`src/hdl/gravity_particle_update_top_macros.svh`:
```
// assertion macros for the gravity particle update block
// expects clk_i and rst_ni in the scope of each use
`ifndef GRAVITY_PARTICLE_UPDATE_TOP_MACROS_SVH
`define GRAVITY_PARTICLE_UPDATE_TOP_MACROS_SVH
`ifndef NO_ASSERTIONS
`define GPU_ASSERT(lbl, prop, msg) \
  lbl: assert property (@(posedge clk_i) disable iff (!rst_ni) prop) else $error(msg);
`define GPU_ASSERT_NEVER(lbl, cond, msg) \
  lbl: assert property (@(posedge clk_i) disable iff (!rst_ni) !(cond)) else $error(msg);
`else
`define GPU_ASSERT(lbl, prop, msg)
`define GPU_ASSERT_NEVER(lbl, cond, msg)
`endif
`endif

```
`src/hdl/gpu_pkg.sv`:
```
// shared widths, item types, codes and fixed-point helpers
// for the gravity particle update block; no dependencies
package gpu_pkg;

  localparam int unsigned WordBits = 32;
  localparam int unsigned FracBits = 16;
  localparam int unsigned MagW     = WordBits + 1;
  localparam int unsigned ProdW    = 2 * MagW;
  localparam int unsigned NumW     = 2 * WordBits + FracBits;
  localparam int unsigned RootW    = ProdW / 2;
  localparam int unsigned MulCntW  = $clog2(MagW);
  localparam int unsigned DivCntW  = $clog2(NumW);
  localparam int unsigned RootCntW = $clog2(RootW);
  localparam int unsigned CfgIdxW  = 3;

  localparam logic [WordBits-2:0] UMax = '1;

  typedef enum logic [1:0] {
    REQ_LOAD     = 2'd0,
    REQ_INTERACT = 2'd1,
    REQ_ADVANCE  = 2'd2
  } req_e;

  typedef enum logic [CfgIdxW-1:0] {
    CFG_GRAV     = 3'd0,
    CFG_MIN_DIST = 3'd1,
    CFG_BOUND_X  = 3'd2,
    CFG_BOUND_Y  = 3'd3,
    CFG_BOUND_Z  = 3'd4
  } cfg_e;

  typedef struct packed {
    logic [1:0]                 req_type;
    logic signed [WordBits-1:0] src_x;
    logic signed [WordBits-1:0] src_y;
    logic signed [WordBits-1:0] src_z;
    logic signed [WordBits-1:0] load_vx;
    logic signed [WordBits-1:0] load_vy;
    logic signed [WordBits-1:0] load_vz;
    logic [WordBits-2:0]        src_mass;
    logic [WordBits-2:0]        step_time;
  } gpu_in_t;

  typedef struct packed {
    logic signed [WordBits-1:0] pos_out_x;
    logic signed [WordBits-1:0] pos_out_y;
    logic signed [WordBits-1:0] pos_out_z;
    logic signed [WordBits-1:0] vel_out_x;
    logic signed [WordBits-1:0] vel_out_y;
    logic signed [WordBits-1:0] vel_out_z;
    logic signed [WordBits-1:0] react_x;
    logic signed [WordBits-1:0] react_y;
    logic signed [WordBits-1:0] react_z;
    logic [WordBits-2:0]        pair_distance;
  } gpu_out_t;

  typedef struct packed {
    logic            start;
    logic [MagW-1:0] a;
    logic [MagW-1:0] b;
  } gpu_mul_req_t;

  typedef struct packed {
    logic             start;
    logic [NumW-1:0]  num;
    logic [ProdW-1:0] den;
  } gpu_div_req_t;

  // magnitude limited to the signed word range of the given sign
  function automatic logic [WordBits-1:0] sat_lim(input logic neg, input logic [NumW-1:0] m);
    logic [NumW-1:0] lim;
    lim = neg ? (NumW'(1) << (WordBits - 1)) : ((NumW'(1) << (WordBits - 1)) - NumW'(1));
    return (m > lim) ? lim[WordBits-1:0] : m[WordBits-1:0];
  endfunction

  // one-bit-grown signed value back into the word range
  function automatic logic [WordBits-1:0] clampw(input logic signed [WordBits:0] v);
    logic [WordBits-1:0] r;
    if (v[WordBits] != v[WordBits-1]) begin
      r = v[WordBits] ? {1'b1, {(WordBits-1){1'b0}}} : {1'b0, {(WordBits-1){1'b1}}};
    end else begin
      r = v[WordBits-1:0];
    end
    return r;
  endfunction

  function automatic logic [WordBits-1:0] absw(input logic signed [WordBits-1:0] v);
    return v[WordBits-1] ? WordBits'(-v) : WordBits'(v);
  endfunction

endpackage

```
`src/hdl/gpu_if.sv`:
```
// valid/ready channel interfaces for the input and result items
// depends on gpu_pkg for the payload types
interface gpu_in_if import gpu_pkg::*; ();
  logic    valid;
  logic    ready;
  gpu_in_t data;
  modport source (output valid, output data, input ready);
  modport sink (input valid, input data, output ready);
endinterface

interface gpu_out_if import gpu_pkg::*; ();
  logic     valid;
  logic     ready;
  gpu_out_t data;
  modport source (output valid, output data, input ready);
  modport sink (input valid, input data, output ready);
endinterface

```
`src/hdl/gpu_mul.sv`:
```
// serial shift-add multiplier, one multiplier bit per cycle
// depends on gpu_pkg for widths and the request struct
module gpu_mul import gpu_pkg::*; (
  input  logic               clk_i,
  input  logic               rst_ni,
  input  gpu_mul_req_t       req_i,
  output logic               done_o,
  output logic [ProdW-1:0]   prod_o
);

  logic               busy_q, busy_d;
  logic               done_q, done_d;
  logic [MulCntW-1:0] cnt_q, cnt_d;
  logic [MagW-1:0]    a_q, a_d;
  logic [ProdW-1:0]   p_q, p_d;
  logic [MagW:0]      sum;

  always_comb begin
    busy_d = busy_q;
    done_d = 1'b0;
    cnt_d  = cnt_q;
    a_d    = a_q;
    p_d    = p_q;
    sum    = {1'b0, p_q[ProdW-1:MagW]} + (p_q[0] ? {1'b0, a_q} : '0);
    if (req_i.start) begin
      busy_d = 1'b1;
      cnt_d  = '0;
      a_d    = req_i.a;
      p_d    = {{MagW{1'b0}}, req_i.b};
    end else if (busy_q) begin
      p_d   = {sum, p_q[MagW-1:1]};
      cnt_d = cnt_q + MulCntW'(1);
      if (cnt_q == MulCntW'(MagW - 1)) begin
        busy_d = 1'b0;
        done_d = 1'b1;
      end
    end
  end

  always_ff @(posedge clk_i or negedge rst_ni) begin
    if (!rst_ni) begin
      busy_q <= 1'b0;
      done_q <= 1'b0;
      cnt_q  <= '0;
    end else begin
      busy_q <= busy_d;
      done_q <= done_d;
      cnt_q  <= cnt_d;
    end
  end

  always_ff @(posedge clk_i) begin
    a_q <= a_d;
    p_q <= p_d;
  end

  assign done_o = done_q;
  assign prod_o = p_q;

endmodule

```
`src/hdl/gpu_div.sv`:
```
// serial restoring divider, one quotient bit per cycle
// depends on gpu_pkg for widths and the request struct
module gpu_div import gpu_pkg::*; (
  input  logic               clk_i,
  input  logic               rst_ni,
  input  gpu_div_req_t       req_i,
  output logic               done_o,
  output logic [NumW-1:0]    quot_o
);

  logic               busy_q, busy_d;
  logic               done_q, done_d;
  logic [DivCntW-1:0] cnt_q, cnt_d;
  logic [ProdW-1:0]   den_q, den_d;
  logic [ProdW:0]     r_q, r_d;
  logic [NumW-1:0]    n_q, n_d;
  logic [ProdW:0]     r2;
  logic               ge;

  always_comb begin
    busy_d = busy_q;
    done_d = 1'b0;
    cnt_d  = cnt_q;
    den_d  = den_q;
    r_d    = r_q;
    n_d    = n_q;
    r2     = {r_q[ProdW-1:0], n_q[NumW-1]};
    ge     = (r2 >= {1'b0, den_q});
    if (req_i.start) begin
      busy_d = 1'b1;
      cnt_d  = '0;
      den_d  = req_i.den;
      r_d    = '0;
      n_d    = req_i.num;
    end else if (busy_q) begin
      r_d   = ge ? (r2 - {1'b0, den_q}) : r2;
      n_d   = {n_q[NumW-2:0], ge};
      cnt_d = cnt_q + DivCntW'(1);
      if (cnt_q == DivCntW'(NumW - 1)) begin
        busy_d = 1'b0;
        done_d = 1'b1;
      end
    end
  end

  always_ff @(posedge clk_i or negedge rst_ni) begin
    if (!rst_ni) begin
      busy_q <= 1'b0;
      done_q <= 1'b0;
      cnt_q  <= '0;
    end else begin
      busy_q <= busy_d;
      done_q <= done_d;
      cnt_q  <= cnt_d;
    end
  end

  always_ff @(posedge clk_i) begin
    den_q <= den_d;
    r_q   <= r_d;
    n_q   <= n_d;
  end

  assign done_o = done_q;
  assign quot_o = n_q;

endmodule

```
`src/hdl/gravity_particle_update_top.sv`:
```
// Gravity update for one particle in Q16.16. An item takes a variable number of
// cycles, all set by a one-bit-per-cycle multiplier, a one-bit-per-cycle divider
// and a two-bit-per-cycle square root: load and the unused code go straight to
// the result, advance takes six products, interact five products, the root, five
// quotients and six more products, plus any cycles that the finished item waits
// while the previous result is still held. One item is in work at a time; a
// result waits in the output register while the next item is accepted.
// depends on gpu_pkg, gpu_if, gpu_mul, gpu_div and the macros header
`include "gravity_particle_update_top_macros.svh"

module gravity_particle_update_top import gpu_pkg::*; (
  input  logic                clk_i,
  input  logic                rst_ni,
  gpu_in_if.sink              in_i,
  gpu_out_if.source           out_o,
  input  logic                cfg_we_i,
  input  logic [CfgIdxW-1:0]  cfg_idx_i,
  input  logic [WordBits-1:0] cfg_data_i
);

  typedef enum logic [8:0] {
    S_IDLE = 9'b000000001,
    S_SQ   = 9'b000000010,
    S_ROOT = 9'b000000100,
    S_FNUM = 9'b000001000,
    S_FDIV = 9'b000010000,
    S_UDIV = 9'b000100000,
    S_QMUL = 9'b001000000,
    S_ADV  = 9'b010000000,
    S_DONE = 9'b100000000
  } state_e;

  state_e                state_q, state_d;
  logic                  issued_q, issued_d;
  logic [1:0]            ax_q, ax_d;
  logic                  ph_q, ph_d;
  logic [RootCntW-1:0]   rcnt_q, rcnt_d;

  logic [WordBits-1:0]   pos_q [3], pos_d [3];
  logic [WordBits-1:0]   vel_q [3], vel_d [3];
  logic [WordBits-1:0]   acc_q [3], acc_d [3];
  logic [WordBits-2:0]   mass_q, mass_d;

  logic [WordBits-1:0]   g_q, g_d;
  logic [WordBits-2:0]   mind_q, mind_d;
  logic [WordBits-2:0]   bnd_q [3], bnd_d [3];

  logic                  dneg_q [3], dneg_d [3];
  logic [WordBits-1:0]   dmag_q [3], dmag_d [3];
  logic [WordBits-2:0]   srcm_q, srcm_d;
  logic [WordBits-2:0]   t_q, t_d;
  logic [ProdW-1:0]      s_q, s_d;
  logic [ProdW-1:0]      ssh_q, ssh_d;
  logic [RootW+1:0]      rem_q, rem_d;
  logic [RootW-1:0]      root_q, root_d;
  logic [ProdW-1:0]      nown_q, nown_d;
  logic [ProdW-1:0]      nsrc_q, nsrc_d;
  logic [WordBits-1:0]   fown_q, fown_d;
  logic [WordBits-1:0]   fsrc_q, fsrc_d;
  logic [WordBits-1:0]   umag_q [3], umag_d [3];
  logic [WordBits-1:0]   react_q [3], react_d [3];
  logic [WordBits-2:0]   dist_q, dist_d;

  gpu_out_t              res_q, res_d;
  logic                  res_vld_q, res_vld_d;

  gpu_mul_req_t          mul_req;
  logic                  mul_done;
  logic [ProdW-1:0]      mul_prod;
  gpu_div_req_t          div_req;
  logic                  div_done;
  logic [NumW-1:0]       div_quot;

  logic [WordBits-1:0]   src_arr [3];
  logic [WordBits-1:0]   lv_arr [3];
  logic signed [WordBits:0] dsum [3];
  logic [ProdW-1:0]      smin;
  logic [ProdW-1:0]      s_sum;
  logic [RootW+1:0]      rem2;
  logic [RootW+1:0]      trial;
  logic                  gneg;
  logic                  qneg;
  logic [WordBits-1:0]   qmag;
  logic signed [WordBits:0] qval;
  logic [WordBits-1:0]   vel_new;
  logic [WordBits-1:0]   pos_new;
  logic                  accept;

  gpu_mul u_mul (
    .clk_i  (clk_i),
    .rst_ni (rst_ni),
    .req_i  (mul_req),
    .done_o (mul_done),
    .prod_o (mul_prod)
  );

  gpu_div u_div (
    .clk_i  (clk_i),
    .rst_ni (rst_ni),
    .req_i  (div_req),
    .done_o (div_done),
    .quot_o (div_quot)
  );

  assign in_i.ready  = (state_q == S_IDLE);
  assign accept      = in_i.valid && in_i.ready;
  assign out_o.valid = res_vld_q;
  assign out_o.data  = res_q;

  assign src_arr[0] = in_i.data.src_x;
  assign src_arr[1] = in_i.data.src_y;
  assign src_arr[2] = in_i.data.src_z;
  assign lv_arr[0]  = in_i.data.load_vx;
  assign lv_arr[1]  = in_i.data.load_vy;
  assign lv_arr[2]  = in_i.data.load_vz;

  always_comb begin
    for (int k = 0; k < 3; k++) begin
      dsum[k] = $signed({src_arr[k][WordBits-1], src_arr[k]})
              - $signed({pos_q[k][WordBits-1], pos_q[k]});
    end
  end

  assign gneg  = g_q[WordBits-1];
  assign smin  = ProdW'({((mind_q == '0) ? (WordBits-1)'(1) : mind_q), FracBits'(0)});
  assign s_sum = s_q + mul_prod;
  assign rem2  = {rem_q[RootW-1:0], ssh_q[ProdW-1 -: 2]};
  assign trial = {root_q, 2'b01};

  // sign of the scaled product that finishes this cycle
  always_comb begin
    qneg = 1'b0;
    if (state_q == S_QMUL) begin
      qneg = gneg ^ dneg_q[ax_q];
    end else if (state_q == S_ADV) begin
      qneg = ph_q ? vel_q[ax_q][WordBits-1] : acc_q[ax_q][WordBits-1];
    end
  end

  assign qmag    = sat_lim(qneg, NumW'(mul_prod >> FracBits));
  assign qval    = qneg ? -$signed({1'b0, qmag}) : $signed({1'b0, qmag});
  assign vel_new = clampw($signed({vel_q[ax_q][WordBits-1], vel_q[ax_q]}) + qval);
  assign pos_new = clampw($signed({pos_q[ax_q][WordBits-1], pos_q[ax_q]}) + qval);

  always_comb begin
    state_d   = state_q;
    issued_d  = issued_q;
    ax_d      = ax_q;
    ph_d      = ph_q;
    rcnt_d    = rcnt_q;
    pos_d     = pos_q;
    vel_d     = vel_q;
    acc_d     = acc_q;
    mass_d    = mass_q;
    g_d       = g_q;
    mind_d    = mind_q;
    bnd_d     = bnd_q;
    dneg_d    = dneg_q;
    dmag_d    = dmag_q;
    srcm_d    = srcm_q;
    t_d       = t_q;
    s_d       = s_q;
    ssh_d     = ssh_q;
    rem_d     = rem_q;
    root_d    = root_q;
    nown_d    = nown_q;
    nsrc_d    = nsrc_q;
    fown_d    = fown_q;
    fsrc_d    = fsrc_q;
    umag_d    = umag_q;
    react_d   = react_q;
    dist_d    = dist_q;
    res_d     = res_q;
    res_vld_d = res_vld_q && !out_o.ready;
    mul_req   = '0;
    div_req   = '0;

    if (cfg_we_i) begin
      unique case (cfg_idx_i)
        CFG_GRAV:     g_d      = cfg_data_i;
        CFG_MIN_DIST: mind_d   = cfg_data_i[WordBits-2:0];
        CFG_BOUND_X:  bnd_d[0] = cfg_data_i[WordBits-2:0];
        CFG_BOUND_Y:  bnd_d[1] = cfg_data_i[WordBits-2:0];
        CFG_BOUND_Z:  bnd_d[2] = cfg_data_i[WordBits-2:0];
        default: ;
      endcase
    end

    unique case (state_q)
      S_IDLE: begin
        if (accept) begin
          issued_d = 1'b0;
          ax_d     = '0;
          ph_d     = 1'b0;
          dist_d   = '0;
          for (int k = 0; k < 3; k++) begin
            react_d[k] = '0;
          end
          case (in_i.data.req_type)
            REQ_LOAD: begin
              for (int k = 0; k < 3; k++) begin
                pos_d[k] = src_arr[k];
                vel_d[k] = lv_arr[k];
                acc_d[k] = '0;
              end
              mass_d  = in_i.data.src_mass;
              state_d = S_DONE;
            end
            REQ_INTERACT: begin
              for (int k = 0; k < 3; k++) begin
                dneg_d[k] = dsum[k][WordBits];
                dmag_d[k] = dsum[k][WordBits] ? WordBits'(-dsum[k]) : WordBits'(dsum[k]);
              end
              srcm_d  = in_i.data.src_mass;
              s_d     = '0;
              state_d = S_SQ;
            end
            REQ_ADVANCE: begin
              t_d     = in_i.data.step_time;
              state_d = S_ADV;
            end
            default: state_d = S_DONE;
          endcase
        end
      end

      S_SQ: begin
        mul_req.start = !issued_q;
        mul_req.a     = MagW'(dmag_q[ax_q]);
        mul_req.b     = MagW'(dmag_q[ax_q]);
        issued_d      = 1'b1;
        if (issued_q && mul_done) begin
          issued_d = 1'b0;
          if (ax_q == 2'd2) begin
            // clamp the squared distance before the root
            s_d     = (s_sum < smin) ? smin : s_sum;
            ssh_d   = (s_sum < smin) ? smin : s_sum;
            rem_d   = '0;
            root_d  = '0;
            rcnt_d  = '0;
            ax_d    = '0;
            state_d = S_ROOT;
          end else begin
            s_d  = s_sum;
            ax_d = ax_q + 2'd1;
          end
        end
      end

      S_ROOT: begin
        ssh_d  = ssh_q << 2;
        rcnt_d = rcnt_q + RootCntW'(1);
        if (rem2 >= trial) begin
          rem_d  = rem2 - trial;
          root_d = {root_q[RootW-2:0], 1'b1};
        end else begin
          rem_d  = rem2;
          root_d = {root_q[RootW-2:0], 1'b0};
        end
        if (rcnt_q == RootCntW'(RootW - 1)) begin
          ph_d    = 1'b0;
          state_d = S_FNUM;
        end
      end

      S_FNUM: begin
        mul_req.start = !issued_q;
        mul_req.a     = MagW'(absw(g_q));
        mul_req.b     = ph_q ? MagW'(mass_q) : MagW'(srcm_q);
        issued_d      = 1'b1;
        if (issued_q && mul_done) begin
          issued_d = 1'b0;
          ph_d     = !ph_q;
          if (ph_q) begin
            nsrc_d  = mul_prod;
            state_d = S_FDIV;
          end else begin
            nown_d = mul_prod;
          end
        end
      end

      S_FDIV: begin
        div_req.start = !issued_q;
        div_req.num   = NumW'({(ph_q ? nsrc_q : nown_q), FracBits'(0)});
        div_req.den   = s_q;
        issued_d      = 1'b1;
        if (issued_q && div_done) begin
          issued_d = 1'b0;
          ph_d     = !ph_q;
          if (ph_q) begin
            fsrc_d  = sat_lim(gneg, div_quot);
            ax_d    = '0;
            state_d = S_UDIV;
          end else begin
            fown_d = sat_lim(gneg, div_quot);
          end
        end
      end

      S_UDIV: begin
        div_req.start = !issued_q;
        div_req.num   = NumW'({dmag_q[ax_q], FracBits'(0)});
        div_req.den   = ProdW'(root_q);
        issued_d      = 1'b1;
        if (issued_q && div_done) begin
          issued_d     = 1'b0;
          umag_d[ax_q] = sat_lim(dneg_q[ax_q], div_quot);
          if (ax_q == 2'd2) begin
            ax_d    = '0;
            ph_d    = 1'b0;
            state_d = S_QMUL;
          end else begin
            ax_d = ax_q + 2'd1;
          end
        end
      end

      S_QMUL: begin
        mul_req.start = !issued_q;
        mul_req.a     = MagW'(ph_q ? fsrc_q : fown_q);
        mul_req.b     = MagW'(umag_q[ax_q]);
        issued_d      = 1'b1;
        if (issued_q && mul_done) begin
          issued_d = 1'b0;
          ph_d     = !ph_q;
          if (ph_q) begin
            react_d[ax_q] = qval[WordBits-1:0];
            if (ax_q == 2'd2) begin
              dist_d  = (root_q > RootW'(UMax)) ? UMax : root_q[WordBits-2:0];
              state_d = S_DONE;
            end else begin
              ax_d = ax_q + 2'd1;
            end
          end else begin
            acc_d[ax_q] = clampw($signed({acc_q[ax_q][WordBits-1], acc_q[ax_q]}) - qval);
          end
        end
      end

      S_ADV: begin
        mul_req.start = !issued_q;
        mul_req.a     = ph_q ? MagW'(absw(vel_q[ax_q])) : MagW'(t_q);
        mul_req.b     = ph_q ? MagW'(t_q) : MagW'(absw(acc_q[ax_q]));
        issued_d      = 1'b1;
        if (issued_q && mul_done) begin
          issued_d = 1'b0;
          ph_d     = !ph_q;
          if (ph_q) begin
            // bounce off the box walls
            if (pos_new[WordBits-1]) begin
              pos_d[ax_q] = '0;
              vel_d[ax_q] = clampw(-$signed({vel_q[ax_q][WordBits-1], vel_q[ax_q]}));
            end else if ($signed(pos_new) > $signed({1'b0, bnd_q[ax_q]})) begin
              pos_d[ax_q] = {1'b0, bnd_q[ax_q]};
              vel_d[ax_q] = clampw(-$signed({vel_q[ax_q][WordBits-1], vel_q[ax_q]}));
            end else begin
              pos_d[ax_q] = pos_new;
            end
            acc_d[ax_q] = '0;
            if (ax_q == 2'd2) begin
              state_d = S_DONE;
            end else begin
              ax_d = ax_q + 2'd1;
            end
          end else begin
            vel_d[ax_q] = vel_new;
          end
        end
      end

      S_DONE: begin
        if (!res_vld_q || out_o.ready) begin
          res_d.pos_out_x     = pos_q[0];
          res_d.pos_out_y     = pos_q[1];
          res_d.pos_out_z     = pos_q[2];
          res_d.vel_out_x     = vel_q[0];
          res_d.vel_out_y     = vel_q[1];
          res_d.vel_out_z     = vel_q[2];
          res_d.react_x       = react_q[0];
          res_d.react_y       = react_q[1];
          res_d.react_z       = react_q[2];
          res_d.pair_distance = dist_q;
          res_vld_d           = 1'b1;
          state_d             = S_IDLE;
        end
      end

      default: state_d = S_IDLE;
    endcase
  end

  always_ff @(posedge clk_i or negedge rst_ni) begin
    if (!rst_ni) begin
      state_q   <= S_IDLE;
      issued_q  <= 1'b0;
      ax_q      <= '0;
      ph_q      <= 1'b0;
      rcnt_q    <= '0;
      res_vld_q <= 1'b0;
      mass_q    <= '0;
      g_q       <= WordBits'(65536);
      mind_q    <= (WordBits-1)'(65536);
      for (int k = 0; k < 3; k++) begin
        pos_q[k] <= '0;
        vel_q[k] <= '0;
        acc_q[k] <= '0;
        bnd_q[k] <= (WordBits-1)'(65536000);
      end
    end else begin
      state_q   <= state_d;
      issued_q  <= issued_d;
      ax_q      <= ax_d;
      ph_q      <= ph_d;
      rcnt_q    <= rcnt_d;
      res_vld_q <= res_vld_d;
      mass_q    <= mass_d;
      g_q       <= g_d;
      mind_q    <= mind_d;
      pos_q     <= pos_d;
      vel_q     <= vel_d;
      acc_q     <= acc_d;
      bnd_q     <= bnd_d;
    end
  end

  always_ff @(posedge clk_i) begin
    dneg_q  <= dneg_d;
    dmag_q  <= dmag_d;
    srcm_q  <= srcm_d;
    t_q     <= t_d;
    s_q     <= s_d;
    ssh_q   <= ssh_d;
    rem_q   <= rem_d;
    root_q  <= root_d;
    nown_q  <= nown_d;
    nsrc_q  <= nsrc_d;
    fown_q  <= fown_d;
    fsrc_q  <= fsrc_d;
    umag_q  <= umag_d;
    react_q <= react_d;
    dist_q  <= dist_d;
    res_q   <= res_d;
  end

  `GPU_ASSERT(a_busy_after_accept, in_i.valid && in_i.ready |=> !in_i.ready, "ready after accept")
  `GPU_ASSERT(a_mul_done_issued, mul_done |-> issued_q, "multiplier result not awaited")
  `GPU_ASSERT_NEVER(a_units_overlap, mul_done && div_done, "multiplier and divider overlap")
  `GPU_ASSERT(a_result_from_done, $rose(out_o.valid) |-> $past(state_q == S_DONE), "stray result")

endmodule
```
`src/flat_wrapper.sv`:
```
// flat-port wrapper written by rule: the top's interface ports become plain ports
module gravity_particle_update_top_flat import gpu_pkg::*;
  (clk_i, rst_ni, cfg_we_i, cfg_idx_i, cfg_data_i, in_i_valid, in_i_data, in_i_ready, out_o_valid, out_o_data, out_o_ready);
  gpu_in_if in_i_i ();
  gpu_out_if out_o_i ();
  input  logic clk_i;
  input  logic rst_ni;
  input  logic cfg_we_i;
  input  logic [CfgIdxW-1:0] cfg_idx_i;
  input  logic [WordBits-1:0] cfg_data_i;
  input wire logic [$bits(in_i_i.valid)-1:0] in_i_valid;
  input wire logic [$bits(in_i_i.data)-1:0] in_i_data;
  output wire logic [$bits(in_i_i.ready)-1:0] in_i_ready;
  output wire logic [$bits(out_o_i.valid)-1:0] out_o_valid;
  output wire logic [$bits(out_o_i.data)-1:0] out_o_data;
  input wire logic [$bits(out_o_i.ready)-1:0] out_o_ready;
  assign in_i_i.valid = in_i_valid;
  assign in_i_i.data = in_i_data;
  assign in_i_ready = in_i_i.ready;
  assign out_o_valid = out_o_i.valid;
  assign out_o_data = out_o_i.data;
  assign out_o_i.ready = out_o_ready;
  gravity_particle_update_top u_core (.clk_i(clk_i), .rst_ni(rst_ni), .in_i(in_i_i), .out_o(out_o_i), .cfg_we_i(cfg_we_i), .cfg_idx_i(cfg_idx_i), .cfg_data_i(cfg_data_i));
endmodule
```
`config.mk`:
```
export PLATFORM = sky130hd
export DESIGN_NAME = gravity_particle_update_top_flat
export DESIGN_NICKNAME = d
export VERILOG_FILES = /design/src/hdl/gpu_pkg.sv /design/src/hdl/gpu_if.sv /design/src/hdl/gpu_mul.sv /design/src/hdl/gpu_div.sv /design/src/hdl/gravity_particle_update_top.sv /design/src/flat_wrapper.sv
export VERILOG_INCLUDE_DIRS = /design/src /design/src/hdl
export SDC_FILE = /design/constraint.sdc
export NUM_CORES = 2
export LEC_CHECK = 0
export BUFFER_PORTS_ARGS = -buffer_cell sky130_fd_sc_hd__buf_2
export CAP_MARGIN = 25
export CORE_ASPECT_RATIO = 1.75
export CORE_MARGIN = 2
export CORE_UTILIZATION = 56
export DETAILED_ROUTE_END_ITERATION = 8
export PLACE_DENSITY = 0.77
export SYNTH_ARGS = -nofsm -noshare
export SYNTH_HDL_FRONTEND = slang
export SYNTH_HIERARCHICAL = 1
export SYNTH_SLANG_ARGS = --single-unit
```
`constraint.sdc`:
```
create_clock -name clk_i -period 18.01 [get_ports clk_i]
set_input_delay 3.602 -clock clk_i [delete_from_list [all_inputs] [get_ports clk_i]]
set_output_delay 3.602 -clock clk_i [all_outputs]
set_load 0.005 [all_outputs]
```
# Word level (Yosys, flattened, before mapping)
# Cells that the tools add are included.
totals:
  ff_bits: 1916
  output_inout_bits: 321
  elab_cells: 390
  inputBits: 296
classes:
  n_bitwise: 6
  addsub: 22
  n_lt_le_gt_ge: 10
  n_reduce_logical: 52
  mux: 186
  eq_ne: 48
op_table:
  columns: ["op", "count"]
  rows:
  - ["96-bit two-way mux", 21]
  - ["32-bit two-way mux", 46]
  - ["96-bit bitwise mux", 8]
  - ["96-bit case mux with 2 select lines", 3]
  - ["66-bit two-way mux", 8]
  - ["32-bit binary-select mux with 2-bit select", 5]
  - ["33-bit two-way mux", 9]
  - ["147-bit case mux with 2 select lines", 1]
  - ["96-bit case mux with 3 select lines", 1]
  - ["31-bit two-way mux", 9]
  - ["67-bit case mux with 4 select lines", 1]
  - ["66-bit case mux with 2 select lines", 2]
  - ["96-bit AND", 2]
  - ["32-bit negator", 6]
  - ["80-bit greater-than comparator", 2]
  - ["80-bit two-way mux", 2]
  - ["33-bit case mux with 2 select lines", 2]
  - ["9-bit two-way mux", 14]
  - ["32-bit by 32-bit subtractor with 33-bit output", 3]
  - ["96-bit NOT", 1]
  - ["9-bit case mux with 8 select lines", 1]
  - ["67-bit by 66-bit greater-or-equal comparator with 1-bit output", 1]
  - ["32-bit by 33-bit adder with 33-bit output", 2]
  - ["66-bit adder", 1]
  - ["other kinds (71)", 173]

# Logic depth before layout (Yosys ltp)
depth:
  word_depth: 27
  depth_mapped: 67
  mapped_depth_nobuf: 57

# By module
# The synthesis kept the hierarchy.
modules_own_cells:
  columns: ["module", "area_each_um2", "seq_area_each_um2", "n_inst", "cells_per_inst"]
  rows:
  - ["gravity_particle_update_top", 91949.4, 45234.6, 1, 8786]
  - ["gpu_div", 12991.2, 5930.7, 1, 1279]
  - ["gpu_mul", 5789.3, 2842.7, 1, 531]

# Worst setup path before layout
# No wires, ideal clock.
synth_timing:
  kind: "input to register"
  from: "in out_o_ready"
  to: "reg u_core.res_q (netlist bit u_core/out_o.data[0]) (enable)"
  cell_stages: 2
  required_time_ns: 16.903
  setup_slack_ns: -2.032
  n_path_buf: 0
  setup_time_ns: 1.107
  arrival_ns: 18.935
  path_cell_list: "inv_1 -> a21oi_1"
synth_between:
  elab_chain_len: 2
synth_rtl:
  columns: ["element", "line", "source"]
  rows:
  - ["from (decl)", "flat_wrapper.sv:16", "input wire logic [$bits(out_o_i.ready)-1:0] out_o_ready;"]
  - ["1-bit logical OR", "gravity_particle_update_top.sv:373", "if (!res_vld_q || out_o.ready) begin"]
  - ["2-bit AND reduction (no line)", null, null]
  - ["to (signal assigned)", "gravity_particle_update_top.sv:443", "res_q <= res_d;"]
  - ["to (decl)", "gravity_particle_update_top.sv:64", "gpu_out_t res_q, res_d;"]
# Every way passes these cells.
# A chain may end at the register's enable or synchronous reset.

# Worst setup path after layout
layout_timing:
  from: "reg u_core.ax_q[1]"
  to: "reg u_core/vel_q[67] (netlist bit)"
layout_between:
  elab_chain_len: 19
layout_rtl:
  columns: ["element", "line", "source"]
  rows:
  - ["from (decl)", "gravity_particle_update_top.sv:35", "logic [1:0] ax_q, ax_d;"]
  - ["from (signal assigned)", "gravity_particle_update_top.sv:397", "ax_q <= '0;"]
  - ["from (signal assigned)", "gravity_particle_update_top.sv:413", "ax_q <= ax_d;"]
  - ["2-bit NOT with 3-bit output (implied by the code) *", null, null]
  - ["parallel branches: the longest is 18 deep, another holds 50-bit by 32-bit greater-than comparator with 1-bit output", null, null]
  - ["to (signal assigned)", "gravity_particle_update_top.sv:421", "vel_q <= vel_d;"]
  - ["to (decl)", "gravity_particle_update_top.sv:40", "logic [WordBits-1:0] vel_q [3], vel_d [3];"]
# Mark *: on every way between the ends. The select of a mux whose other input is x is not followed.

==> flow_metrics.py <==
metrics = {
    "timing": {
        "finalCritPeriodShare": 0.910,
        "max_freq_mhz": 61.0,
        "period_needed_ns": 16.39,
        "maxSlewHeadroom": 0.0863,
        "setup_violations": 0,
        "setup_tns_ns": 0,
        "slew_violations": 0,
        "hold_viol_final": 0,
        "max_slew.worst_pin.slew_ns": 1.37,
        "rsz0062_at_grt": "no",
        "fin_skew_ns": 0.0862,
    },
    "clock_tree": {
        "cts_hold_buffers": 0,
        "cts_tree": "done",
        "cts.path.max_buffers": 4,
        "h-tree-depth": 4,
        "cts_setup_buffers": 0,
        "worstSkewPairLatency_ns": 0.92,
        "numClockSinks": 1916,
        "cts_made_buffers": 187,
        "cts.repair.resized": 0,
        "cts_root_buf": "clkbuf_16",
        "path_clk_slew_ns": 0.07,
    },
    "floorplan": {
        "die_h_um": 592,
        "die-area_sq_mm": 0.201,
        "fp.dieW_um": 340,
        "rows": 216,
        "initial_utilization": 0.561,
        "coreArea_sq_mm": 0.197,
        "ios": 617,
    },
    "layout": {
        "drive_gt1_frac": 0.150,
        "nNetsFinal": 12000,
        "area_delta_synth_final_pct": 11.9,
        "fin_cells": 14000,
        "nFillCells": 15900,
        "mostFrequentLayoutCells": "1,305 x edfxtp_1, 852 x nor2_1, 845 x nand2_1, 754 x o21ai_0, 718 x a21oi_1",
        "final_common_cell": "edfxtp_1",
    },
    "critical_path": {
        "start_kind": "register",
        "worst-path-buf-inv": 5,
        "slowest_stage": "a41o_2",
        "required_ns": 18.70,
        "crit_path_end_kind": "register",
        "crit_fanout": 47,
        "critical_path.max_stage_delay_ns": 0.86,
        "crit_type": "register to register",
        "crit_arrival_ns": 17.09,
        "crit_path_frequent_cell": "o21ai_0",
        "critPathTopFamily": "compound AO/OA/AOI/OAI gates",
    },
    "yosys": {
        "async_reset_ff_frac": 0.267,
        "synthesis.area_sq_mm": 0.111,
        "yosysWarningCount": 6,
        "netlist_instances": 10600,
        "synthFlopType": "edfxtp_1",
        "synth-edff-count": 1305,
        "synth_cell_type_count": 133,
        "synth_area_per_cell_sq_um": 10.5,
        "ys_ff_latch": 1916,
        "yosysSeqAreaShare": 0.488,
    },
    "power_and_ir_drop": {
        "power.leakage_nw": 49.3,
        "vdd_drop_max_mv": 0.340,
        "power_density_mw_per_mm2": 209,
    },
    "placement": {
        "dp_hpwl_mm": 356,
        "dp_cells": 13600,
        "place_congestion": 1.11,
        "port_buffers": 616,
    },
    "routing": {
        "wl_per_cell_um": 33.5,
        "firstDrtPassIters": 9,
        "drc_errors": 1,
        "via_count": 94000,
        "initialDrtViolationCount": 10500,
        "routed_wl_mm": 467,
        "ant_nets": 0,
        "via_per_inst": 6.74,
    },
    "status": {
        "failed_checks": "DRC",
        "status": "finished, violations left",
    },
    "global_route": {
        "grt-ovfl-total": 0,
        "grt_pass1_vias": 92200,
        "grt_pass1_wl_mm": 653,
        "antenna_found_initial": 68,
        "grt_max_degree": 175,
        "track_usage": 0.450,
    },
    "worst_hold_path": {
        "hp-class": "register to register",
    },
    "job": {
        "maxCapViolCount": 0,
    },
}
-- where the power goes --
| group | total, W | switching (W) | internal, W | leakage, nW |
|---|---|---|---|---|
| logic | 0.0151 | 0.0103 | 0.00484 | 26.9 |
| registers | 0.00668 | 0.000821 | 0.00586 | 19.3 |
| clock network | 0.00406 | 0.00180 | 0.00226 | 2.99 |
-- cell type report --
type                            instances  area, sq um  area share
Tap cell                             2616         3270      0.0264
Multi-Input combinational cell       7695        53400       0.430
Timing Repair Buffer                  886         5330      0.0430
Clock inverter                        105         1090     0.00881
Sequential cell                      1916        54000       0.436
Inverter                              463         1740      0.0141
Antenna cell                           42          105    0.000848
Clock buffer                          232         5040      0.0407
-- synthesized netlist by cell type (all sizes together) (25+ instances only) --
master  count  area, sq um
o21ai     884         4450
o31ai      67          559
o22ai      74          477
or4        25          191
edfxtp   1305        39200
a221o      59          591
o221ai     26          228
inv       460         1730
a21o      230         1730
o211ai     50          380
nand2     846         3180
buf       128          676
mux2      280         3160
nand2b     85          532
a22o       54          473
and2      112          701
nand4     104          672
nor2b      77          482
o21bai     46          349
or2        49          307
mux2i     539         5400
xnor2     376         3320
ha        568         7110
a22oi     105          788
nor2      863         3260
o41ai      30          278
nor3      132          687
clkbuf    411         1550
dfxtp      99         1980
o21a       77          578
a31oi     114          719
a21oi     742         3750
nor4       63          428
xor2      172         1510
a221oi     53          470
and3       67          435
a32oi      37          324
nor3b      35          268
dfrtp     491        12300
nand3     137          691
or3        69          432
a211oi    133         1010
-- flip-flops by register name, summed over array words and instances (netlist names), 80 cells and up --
register	cells
u_core/react_q	96
u_core/out_o.data	319
u_core/acc_q	96
u_core/u_div/quot_o	80
u_core/pos_q	96
u_core/bnd_q	93
u_core/umag_q	96
u_core/dmag_q	96
u_core/vel_q	96
-- routing by layer --
layer / track usage / routed length [um]
met3: 0.0963 / 39700
met5: 0.00331 / 265
met2: 0.750 / 222000
met4: 0.448 / 57000
met1: 0.464 / 148000
-- path summary, 6_finish.rpt --
path / startpoint / to / slack (ns) / cells past startpoint
max in group asynchronous: rst_ni / u_core/pos_q[74] / 11.71 / 5
max: u_core/ax_q[1] / u_core/vel_q[67] / 1.62 / 53
max reg2reg: u_core/ax_q[1] / u_core/vel_q[67] / 1.62 / 53
min reg2reg: u_core/dist_q[18] / u_core/out_o.data[18] / 0.42 / 0
min: u_core/dist_q[18] / u_core/out_o.data[18] / 0.42 / 0
min in group asynchronous: rst_ni / u_core/u_div/cnt_q[2] / 2.68 / 1
-- through the flow --
| step | hold WS [ns] | instance area [sq um] | worst slack (ns) | power [W] | utilization |
|---|---|---|---|---|---|
| 2_1_floorplan | 0.400 | 111000 | 4.49 | 0.0155 | - |
| 3_3_place_gp | 0.405 | 117000 | 2.04 | 0.0210 | 0.594 |
| 3_5_place_dp | 0.406 | 117000 | 1.92 | 0.0212 | 0.595 |
| 4_1_cts | 0.421 | 124000 | 1.85 | 0.0253 | 0.627 |
| 5_1_grt | 0.421 | 124000 | 0.678 | 0.0268 | 0.628 |
| 6_report | 0.422 | 124000 | 1.62 | 0.0259 | 0.628 |
-- kinds of logic (layout without fill, tap and decap cells) --
family | Yosys count | after routing | share of synthesized area
compound gates | 2991 | 2991 | 0.172
simple gates | 2723 | 2723 | 0.116
flops | 1916 | 1916 | 0.488
buf+inv | 1002 | 1686 | 0.0358
mux | 819 | 819 | 0.0772
fa+ha+maj | 596 | 596 | 0.0675
xor+xnor | 548 | 548 | 0.0436
other cells | 1 | 60 | 0.0000339
(Power assumes the default switching activity.)
